--- config.mk ---
export PLATFORM = sky130hd
export DESIGN_NAME = cpu_logic_and_bitop_alu
export DESIGN_NICKNAME = d
export VERILOG_FILES = /design/src/sv/clal_pkg.sv /design/src/sv/clal_exec.sv /design/src/sv/cpu_logic_and_bitop_alu.sv
export SDC_FILE = /design/constraint.sdc
export NUM_CORES = 1
export LEC_CHECK = 0
export BUFFER_PORTS_ARGS = -buffer_cell sky130_fd_sc_hd__buf_2
export CORE_MARGIN = 8
export CORE_UTILIZATION = 45
export CTS_CLUSTER_DIAMETER = 40
export DETAILED_ROUTE_END_ITERATION = 10
export PLACE_DENSITY = 0.81
export SYNTH_ARGS = -nofsm -noshare
export SYNTH_HDL_FRONTEND = slang
export SYNTH_SLANG_ARGS = --single-unit
--- constraint.sdc ---
create_clock -name clock -period 2.4 [get_ports clock]
set_input_delay 0 -clock clock [delete_from_list [all_inputs] [get_ports clock]]
set_output_delay 0 -clock clock [all_outputs]
set_load 0.05 [all_outputs]
--- src/sv/clal_pkg.sv ---
`timescale 1ns / 1ps

package clal_pkg;

   // Flag bit positions within the 4-bit flag nibble.
   localparam int FLAG_Z = 3;
   localparam int FLAG_N = 2;
   localparam int FLAG_H = 1;
   localparam int FLAG_C = 0;

   // Main opcodes handled outside the ALU groups.
   localparam logic [7:0] OPC_CPL = 8'h2F;
   localparam logic [7:0] OPC_SCF = 8'h37;
   localparam logic [7:0] OPC_CCF = 8'h3F;

   // Operand select codes that name the (HL) memory byte and the accumulator.
   localparam logic [2:0] TGT_HL = 3'd6;
   localparam logic [2:0] TGT_A  = 3'd7;

   // Logic group selected by opcode bits 4:3.
   localparam logic [1:0] GRP_AND = 2'd0;
   localparam logic [1:0] GRP_XOR = 2'd1;
   localparam logic [1:0] GRP_OR  = 2'd2;
   localparam logic [1:0] GRP_CP  = 2'd3;

   // Prefixed operation kind, opcode bits 7:6.
   localparam logic [1:0] KIND_SHIFT = 2'd0;
   localparam logic [1:0] KIND_BIT   = 2'd1;
   localparam logic [1:0] KIND_RES   = 2'd2;
   localparam logic [1:0] KIND_SET   = 2'd3;

   // Shift and rotate selector, opcode bits 5:3, when the kind is a shift.
   localparam logic [2:0] SHF_RLC  = 3'd0;
   localparam logic [2:0] SHF_RRC  = 3'd1;
   localparam logic [2:0] SHF_RL   = 3'd2;
   localparam logic [2:0] SHF_RR   = 3'd3;
   localparam logic [2:0] SHF_SLA  = 3'd4;
   localparam logic [2:0] SHF_SRA  = 3'd5;
   localparam logic [2:0] SHF_SWAP = 3'd6;
   localparam logic [2:0] SHF_SRL  = 3'd7;

   // Cycle counts charged per instruction form.
   localparam logic [4:0] CYC_REG     = 5'd4;
   localparam logic [4:0] CYC_MEM     = 5'd8;
   localparam logic [4:0] CYC_CB_REG  = 5'd12;
   localparam logic [4:0] CYC_CB_MEM  = 5'd20;

   typedef struct packed {
      logic       op;
      logic [7:0] opcode;
      logic [7:0] operand;
      logic [7:0] acc_in;
      logic [3:0] flags_in;
   } clal_item_type;

   typedef struct packed {
      logic [7:0] acc_out;
      logic [7:0] operand_out;
      logic       write_back;
      logic [3:0] flags_out;
      logic [4:0] cycles;
      logic       illegal;
   } clal_result_type;

endpackage

--- src/sv/clal_exec.sv ---
`timescale 1ns / 1ps

module clal_exec (
   input  clal_pkg::clal_item_type   item,
   output clal_pkg::clal_result_type result
);
   import clal_pkg::*;

   logic [7:0] a;
   logic [7:0] b;
   logic [3:0] f;
   logic [7:0] logic_res;
   logic [1:0] grp;
   logic       grp_hit;
   logic [7:0] mask;
   logic [7:0] cb_res;
   logic       cb_carry;
   logic [3:0] cb_flags;
   logic       cb_wb;

   assign a = item.acc_in;
   assign b = item.operand;
   assign f = item.flags_in;
   assign mask = 8'b1 << item.opcode[5:3];
   assign grp = item.opcode[4:3];

   // The register/(HL) forms live at A0-BF; the immediate forms are E6, EE, F6, FE.
   always_comb begin
      grp_hit = (item.opcode[7:5] == 3'b101) ||
                (item.opcode[7:5] == 3'b111 && item.opcode[2:0] == TGT_HL);
   end

   always_comb begin
      case (grp)
         GRP_AND: logic_res = a & b;
         GRP_XOR: logic_res = a ^ b;
         GRP_OR:  logic_res = a | b;
         default: logic_res = a;
      endcase
   end

   // Prefixed operations on the operand byte.
   always_comb begin
      cb_res   = b;
      cb_carry = 1'b0;
      cb_wb    = 1'b1;
      cb_flags = f;
      unique case (item.opcode[7:6])
         KIND_SHIFT: begin
            unique case (item.opcode[5:3])
               SHF_RLC:  begin cb_carry = b[7]; cb_res = {b[6:0], b[7]}; end
               SHF_RRC:  begin cb_carry = b[0]; cb_res = {b[0], b[7:1]}; end
               SHF_RL:   begin cb_carry = b[7]; cb_res = {b[6:0], f[FLAG_C]}; end
               SHF_RR:   begin cb_carry = b[0]; cb_res = {f[FLAG_C], b[7:1]}; end
               SHF_SLA:  begin cb_carry = b[7]; cb_res = {b[6:0], 1'b0}; end
               SHF_SRA:  begin cb_carry = b[0]; cb_res = {b[7], b[7:1]}; end
               SHF_SWAP: begin cb_carry = 1'b0; cb_res = {b[3:0], b[7:4]}; end
               SHF_SRL:  begin cb_carry = b[0]; cb_res = {1'b0, b[7:1]}; end
               default:  begin cb_carry = 1'b0; cb_res = b; end
            endcase
            cb_flags = {(cb_res == 8'h00), 1'b0, 1'b0, cb_carry};
         end
         KIND_BIT: begin
            cb_wb    = 1'b0;
            cb_flags = {((b & mask) == 8'h00), 1'b0, 1'b1, f[FLAG_C]};
         end
         KIND_RES: cb_res = b & ~mask;
         KIND_SET: cb_res = b | mask;
         default:  cb_res = b;
      endcase
   end

   always_comb begin
      result.acc_out     = a;
      result.operand_out = 8'h00;
      result.write_back  = 1'b0;
      result.flags_out   = f;
      result.cycles      = CYC_REG;
      result.illegal     = 1'b0;
      if (item.op) begin
         result.operand_out = cb_res;
         result.write_back  = cb_wb;
         result.flags_out   = cb_flags;
         if (item.opcode[2:0] == TGT_A && cb_wb) begin
            result.acc_out = cb_res;
         end
         result.cycles = (item.opcode[2:0] == TGT_HL) ? CYC_CB_MEM : CYC_CB_REG;
      end else if (item.opcode == OPC_CPL) begin
         result.acc_out   = ~a;
         result.flags_out = f | 4'b0110;
      end else if (item.opcode == OPC_SCF) begin
         result.flags_out = {f[FLAG_Z], 3'b001};
      end else if (item.opcode == OPC_CCF) begin
         result.flags_out = {f[FLAG_Z], 2'b00, ~f[FLAG_C]};
      end else if (grp_hit) begin
         result.cycles = (item.opcode[2:0] == TGT_HL) ? CYC_MEM : CYC_REG;
         if (grp == GRP_CP) begin
            result.flags_out = {(a == b), 1'b1, (a[3:0] < b[3:0]), (a < b)};
         end else begin
            result.acc_out   = logic_res;
            result.flags_out = {(logic_res == 8'h00), 1'b0, (grp == GRP_AND), 1'b0};
         end
      end else begin
         result.illegal = 1'b1;
      end
   end

endmodule

--- src/sv/cpu_logic_and_bitop_alu.sv ---
`timescale 1ns / 1ps

// Logic-group and prefixed bit-operation ALU for an 8-bit SM83-style core.
// The request channel carries one instruction per transaction: the opcode,
// the already fetched operand byte, the accumulator and the flags; req_tuser
// tells a main opcode (0) from a byte that followed the prefix (1).
// The response channel returns one transaction per request with the new
// accumulator, the write-back value and its enable, the new flags, the
// cycle count charged and an illegal-opcode indication.
// A request accepted by the handshake is registered in item_ff, evaluated by
// one pass of combinational decode and 8-bit logic, and its response is
// registered in result_ff when the result stage loads, then shown on rsp_.
// One transaction can be accepted every cycle while responses are taken.
// Synchronous reset empties both register stages; no transaction is held.
// When the receiver deasserts rsp_tready, the response stays on the port
// unchanged, the stage behind it fills, and req_tready falls only once
// both stages hold a transaction.
module cpu_logic_and_bitop_alu (
   input  logic        clock,
   input  logic        reset,
   input  logic        req_tvalid,
   output logic        req_tready,
   // opcode[7:0], operand[15:8], acc_in[23:16], flags_in[27:24], zero[31:28]
   input  logic [31:0] req_tdata,
   // op[0]
   input  logic [0:0]  req_tuser,
   output logic        rsp_tvalid,
   input  logic        rsp_tready,
   // acc_out[7:0], operand_out[15:8], write_back[16], flags_out[20:17],
   // cycles[25:21], illegal[26], zero[31:27]
   output logic [31:0] rsp_tdata
);
   import clal_pkg::*;

   logic            item_valid_ff;
   logic            item_valid_in;
   clal_item_type   item_ff;
   clal_item_type   item_in;
   logic            rsp_valid_ff;
   logic            rsp_valid_in;
   clal_result_type result_ff;
   clal_result_type result_in;
   logic            rsp_load;
   logic            item_load;

   // The result stage takes a new transaction when it is empty or draining.
   assign rsp_load   = !rsp_valid_ff || rsp_tready;
   assign req_tready = !item_valid_ff || rsp_load;
   assign item_load  = req_tvalid && req_tready;

   always_comb begin
      item_in.op       = req_tuser[0];
      item_in.opcode   = req_tdata[7:0];
      item_in.operand  = req_tdata[15:8];
      item_in.acc_in   = req_tdata[23:16];
      item_in.flags_in = req_tdata[27:24];
   end

   assign item_valid_in = item_load || (item_valid_ff && !rsp_load);
   assign rsp_valid_in  = rsp_load ? item_valid_ff : rsp_valid_ff;

   clal_exec u_exec (
      .item   (item_ff),
      .result (result_in)
   );

   always_ff @(posedge clock) begin
      if (reset) begin
         item_valid_ff <= 1'b0;
         rsp_valid_ff  <= 1'b0;
      end else begin
         item_valid_ff <= item_valid_in;
         rsp_valid_ff  <= rsp_valid_in;
      end
   end

   always_ff @(posedge clock) begin
      if (item_load) begin
         item_ff <= item_in;
      end
      if (rsp_load && item_valid_ff) begin
         result_ff <= result_in;
      end
   end

   assign rsp_tvalid = rsp_valid_ff;
   assign rsp_tdata  = {5'b00000,
                        result_ff.illegal,
                        result_ff.cycles,
                        result_ff.flags_out,
                        result_ff.write_back,
                        result_ff.operand_out,
                        result_ff.acc_out};

endmodule
# After elaboration in Yosys (flattened, before gate mapping)
# Index checks and enable logic that the tools add are counted.
# W data, S select, Z words.
[totals]
word_cells = 93
inputBits = 37
output_inout_bits = 34
reg_bits = 58
[op_classes]
n_eq_ne = 21
bitwise = 9
n_mux = 26
shift = 1
reduce_logical = 21
magnitude_cmp = 2
[ops]
columns = ["operator", "count"]
rows = [
  ["$mux W8", 8],
  ["$pmux W8 S8", 1],
  ["$pmux W8 S3", 2],
  ["$and A8 B8 Y8", 3],
  ["$eq A3 B3 Y1 const B", 8],
  ["$eq A8 B6 Y1 const B", 3],
  ["$logic_not A8 Y1", 3],
  ["$mux W4", 5],
  ["$mux W6", 3],
  ["$mux W9", 2],
  ["$not A8 Y8", 2],
  ["$or A8 B8 Y8", 2],
  ["$eq A2 B2 Y1 const B", 4],
  ["$eq A8 B8 Y1", 1],
  ["$lt A8 B8 Y1", 1],
  ["$pmux W4 S2", 1],
  ["$reduce_or A4 Y1", 2],
  ["$shl A1 B3 Y8 const A", 1],
  ["$xor A8 B8 Y8", 1],
  ["$eq A3 B2 Y1 const B", 2],
  ["$logic_and A1 B1 Y1", 5],
  ["$mux W5", 1],
  ["$eq A2 B1 Y1 const B", 2],
  ["$logic_not A2 Y1", 2],
  ["9 further kinds", 15],
]

# Longest topological paths before layout
[logic_depth]
word_depth = 9
mapped_depth = 10
mapped_depth_nobuf = 8

# Hierarchy
# From an unflattened synthesis, not the netlist that was laid out.
[unflattened]
hier_cells = 356
area_unflattened_um2 = 3836.2
[modules_own_cells]
columns = ["module", "cells_each", "area_per_inst_um2", "instances", "seq_area_each_um2"]
rows = [
  ["clal_exec", 284, 2009.4, 1, 0.0],
  ["cpu_logic_and_bitop_alu", 72, 1826.8, 1, 1721.7],
]

# Worst setup path after synthesis
# Ideal clock, no wire load.
[synth_timing]
path_type = "register to register"
start = "register item_ff[15] in the netlist's numbering"
end = "register result_ff, in the netlist rsp_tdata[20] (data pin)"
path_stages_with_launch = 8
synth_period_minus_slack_ps = 2488
setup_time_ps = 132
t_required_ps = 2268
arrival_time_ps = 2356
n_path_buf = 0
setup_slack_ps = -88
path_cell_list = "edfxtp_1 > inv_1 > ha_1 > mux4_2 > or4_1 > a2111o_1 > a21oi_1 > a41o_1"
[synth_lines]
columns = ["item", "line", "rtl"]
rows = [
  ["start: declaration", "cpu_logic_and_bitop_alu.sv:37", "clal_item_type item_ff;"],
  ["start signal: assignment", "cpu_logic_and_bitop_alu.sv:79", "item_ff <= item_in;"],
  ["end signal: assignment", "cpu_logic_and_bitop_alu.sv:82", "result_ff <= result_in;"],
  ["end: declaration", "cpu_logic_and_bitop_alu.sv:41", "clal_result_type result_ff;"],
]

==> results by group <==
Synth
  – Asr flop ratio synth: 0%
  – Post-synth top cells: edfxtp_1 (54), nand2_1 (37), a21oi_1 (25)
  – Top-count cell post-synth: edfxtp_1
  – Mapped cell area: 0.00367 mm2
  – Post-Syn Instances: 350
  – Ys Warns: 0
  – Ys flop type: edfxtp_1
  – Post-Synth Adder-Cell Area: about 8.2%
  – Register bit total from synthesis: between 50 and 60
  – Synth Area in Simple Gates: about an eighth
  – XOR/XNOR share of the synthesized area: 0%
  – Syn avg cell area: approximately 10 um2
  – Largest family of logic cells by synthesized area: compound AO/OA/AOI/OAI gates
  – Synth top area share: 44.2%
  – Count of flip-flops with a built-in enable after synthesis: 54
  – Compound-gate portion of the synthesized area: roughly 17%
  – Sequential-to-total area share from yosys stat: 45.3%
  – Distinct cells, synth: 55
  – Synth area leaders: edfxtp_1 (44%), ha_1 (8.2%), mux2i_1 (5.2%)
  – Mux contribution to synthesized area: 9.58%
  – Post-synth top area cell: edfxtp_1

Clock network
  – CTS clk-pin slew, worst paths: around 0.11 ns
  – Clock Tree Buf Depth: 2
  – Worst-Skew Late Latency: 0.32 ns
  – Total CTS buffers: 5
  – Clk Tree Root Cell: clkbuf_8
  – CTS tree: built
  – TritonCTS Sinks: 56
  – H-tree levels: 2

GRT
  – Top Usage Layer GRT: met2
  – Grt ovf: 0
  – Met2 Resource Use GR: approximately 31%
  – Vias in the first global route: 3191
  – First-pass GRT wire length: about 17000 um
  – Gr usage total: about a fifth
  – Largest net degree at the start of global routing: 30
  – Met1 usage: 23.6%
  – Initial antenna violation count: 0
  – Met3 Use GR: 4.54%

Timing
  – Worst Skew: ~0.013 ns
  – Hold Worst Slack: 0.0656 ns
  – Final worst slack: -0.0985 ns
  – Final-report hold violation count: 0
  – FMAX: between 400 and 500 MHz
  – Final setup violation count: 1
  – Final Critical Period: 2.50 ns
  – Slew @ Worst Pin: 0.512 ns
  – Tcrit/Tclk final: 104%
  – Slew Limit Fails: 0
  – Relative slew slack: between 60% and 70%
  – RSZ-0062 raised after global routing: true

Power and ir drop
  – Combinational share of power: roughly a quarter
  – Psw: between 0.7 and 0.8 mW
  – P_int: 1.71 mW
  – P_leak: between 2 and 2.5 nW
  – Sequential power share: 48.0%
  – Net Sw Frac: 30.1%
  – Clock power frac: between 20 and 30%
  – PD cells: approximately 510 mW/mm2
  – Peak VDD IR: roughly 340 uV

Floorplanning
  – Initial Utilization: between 40% and 50%
  – # IOs: between 70 and 80
  – Core Area: ~0.008 mm2
  – Die Height: between 100 and 150 um
  – Die Wd: around 110 um
  – # rows: 33
  – Full die area: about 0.011 mm2

Detailed routing
  – DRC: 0
  – Routed Antenna Nets: 0
  – Routed len/inst: ~19 um
  – Final wirelength: 10900 um
  – Via density: 5.63
  – First-pass DRT Iterations: 5
  – Vias: around 3.3k
  – DR iter-0 viols: approximately 210

Final layout
  – Final #Nets: roughly 540
  – # fillers: around 710
  – Area grow syn2layout: 32.3%
  – Antenna Diode Count: 0
  – Share of cells above drive strength 1: 29.7%
  – Final Non-Filler Cells: around 580

Critical path
  – Worst Path Max Fanout: 3
  – CP endpoint kind: flip-flop
  – Worst r2r path cells: 7
  – Critical Path Start Type: flip-flop
  – CP max stage delay: ~0.54 ns
  – FF-to-FF setup slack: -0.1 ns
  – RR Startpoint: item_ff[13]
  – Worst Path Required: 2.60 ns
  – Worst setup path class: flip-flop to flip-flop
  – R2r endpoint: rsp_tdata[20]
  – Slowest-stage cell, CP: or4_4
  – Crit path cell chain: inv_2, ha_4, mux4_2, or4_4, a2111o_1, a21oi_2, a41o_1
  – Critical Path AT: between 2 and 3 ns

Outcome
  – Status: finished, violations left
  – Violated checks: negative setup slack

Placed design
  – Hpwl dp: 7930 um
  – Final weighted congestion in routability-driven placement: around 1
  – IO Port Bufs: 59
  – Dpl cells: approximately 540

Min path
  – Hold_sp: rsp_tready
  – Worst Hold End: item_valid_ff
  – Hold path cells: 4
  – Hold/Removal Path Class: input pin to flip-flop

Flow run
  – Max Cap Viol: 0
==> state kept, by name (all words and copies together) (netlist names) <==
| signal | flops |
|---|---|
| item_ff | 29 |
| rsp_tdata | 25 |
| item_valid_ff | 1 |
| rsp_tvalid | 1 |
==> metrics by stage <==
stage	setup WS [ns]	cell area (um2)	utilization (%)	TNS (ns)	power (mW)
after floorplan	-0.0231	3730	-	-0.0231	1.58
after global placement	-0.0419	4380	54.4	-0.0419	1.77
after detailed placement	-0.0754	4380	54.4	-0.0754	1.78
after CTS	-0.0814	4820	59.8	-0.0814	2.45
after global routing	-0.138	4850	60.3	-0.138	2.55
final	-0.0985	4850	60.3	-0.0985	2.45
==> power by group through the flow <==
stage	Clock (mW)	Sequential, mW	Combinational (mW)
after floorplan	0	1.28	0.305
after global placement	0	1.20	0.574
after detailed placement	0	1.20	0.582
after CTS	0.642	1.18	0.626
after global routing	0.676	1.18	0.691
final	0.628	1.18	0.646
==> critical path: cells and delay by family (launching register included) <==
| family | cells | cell delay (ns) |
|---|---|---|
| adder cells (fa/ha/maj) | 1 | 0.21 |
| multiplexers | 1 | 0.47 |
| AND/OR/NAND/NOR | 1 | 0.54 |
| AO/OA/AOI/OAI | 3 | 0.61 |
| buffers and inverters | 1 | 0.11 |
| flip-flops | 1 | 0.44 |
==> logic make-up (layout without fill, tap and decap cells) <==
family,count (synthesis),count (layout)
mux,28,28
compound gates,91,91
simple gates,97,97
other cells,1,7
flops,56,56
buf+inv,53,175
fa+ha+maj,24,24
==> layout make-up <==
type                       instances  area [um2]  share of cell area [%]
clock inverter                     3        42.5                   0.877
inverter                          24        90.1                    1.86
multi-input combinational        247        1840                    37.8
sequential                        56        1660                    34.2
tap                              105         131                    2.71
timing repair buffer             143        1020                    21.1
clock buffer                       5        68.8                    1.42
==> layout by cell type, fill, tap and decap left out, drive strengths merged, types with 4 or more instances in the layout <==
| cell | instances |
|---|---|
| mux2i | 19 |
| buf | 111 |
| clkbuf | 5 |
| nand2b | 4 |
| a221oi | 4 |
| nor2b | 6 |
| edfxtp | 54 |
| conb | 7 |
| dlygate4sd3 | 32 |
| nor2 | 18 |
| o21ai | 10 |
| nor3 | 6 |
| and3 | 4 |
| nand2 | 37 |
| mux2 | 4 |
| a31oi | 5 |
| and2 | 4 |
| ha | 24 |
| o221ai | 6 |
| mux4 | 5 |
| a21oi | 25 |
| a211oi | 9 |
| inv | 24 |
| o211a | 6 |
| nand3b | 4 |
==> layer usage <==
layer / vias to the layer above / share of wire (%)
met5: - / 0
met4: 0 / 3.1
met3: 31 / 8.4
met2: 181 / 46
met1: 1520 / 42
li1: 1551 / -
==> repair_timing <==
item | in CTS | in global routing
gates resized for setup | 2 | 4
pin swaps | 0 | 1
setup buffers | 0 | 5
hold endpoints to repair | 31 | 0
hold buffers | 32 | 0
endpoints found under the setup margin | 2 | 2
==> worst max-delay path by stage <==
stage,end,startpoint,slack [ns],cells after the start
after detailed placement,rsp_tdata[20],item_ff[13],-0.08,7
after floorplan,rsp_tdata[20],item_ff[13],-0.02,7
after global routing,rsp_tdata[20],item_ff[13],-0.14,7
after global placement,rsp_tdata[20],item_ff[13],-0.04,7
final,rsp_tdata[20],item_ff[13],-0.1,7
after CTS,rsp_tdata[20],item_ff[13],-0.08,7
(Power assumes the default switching activity.)
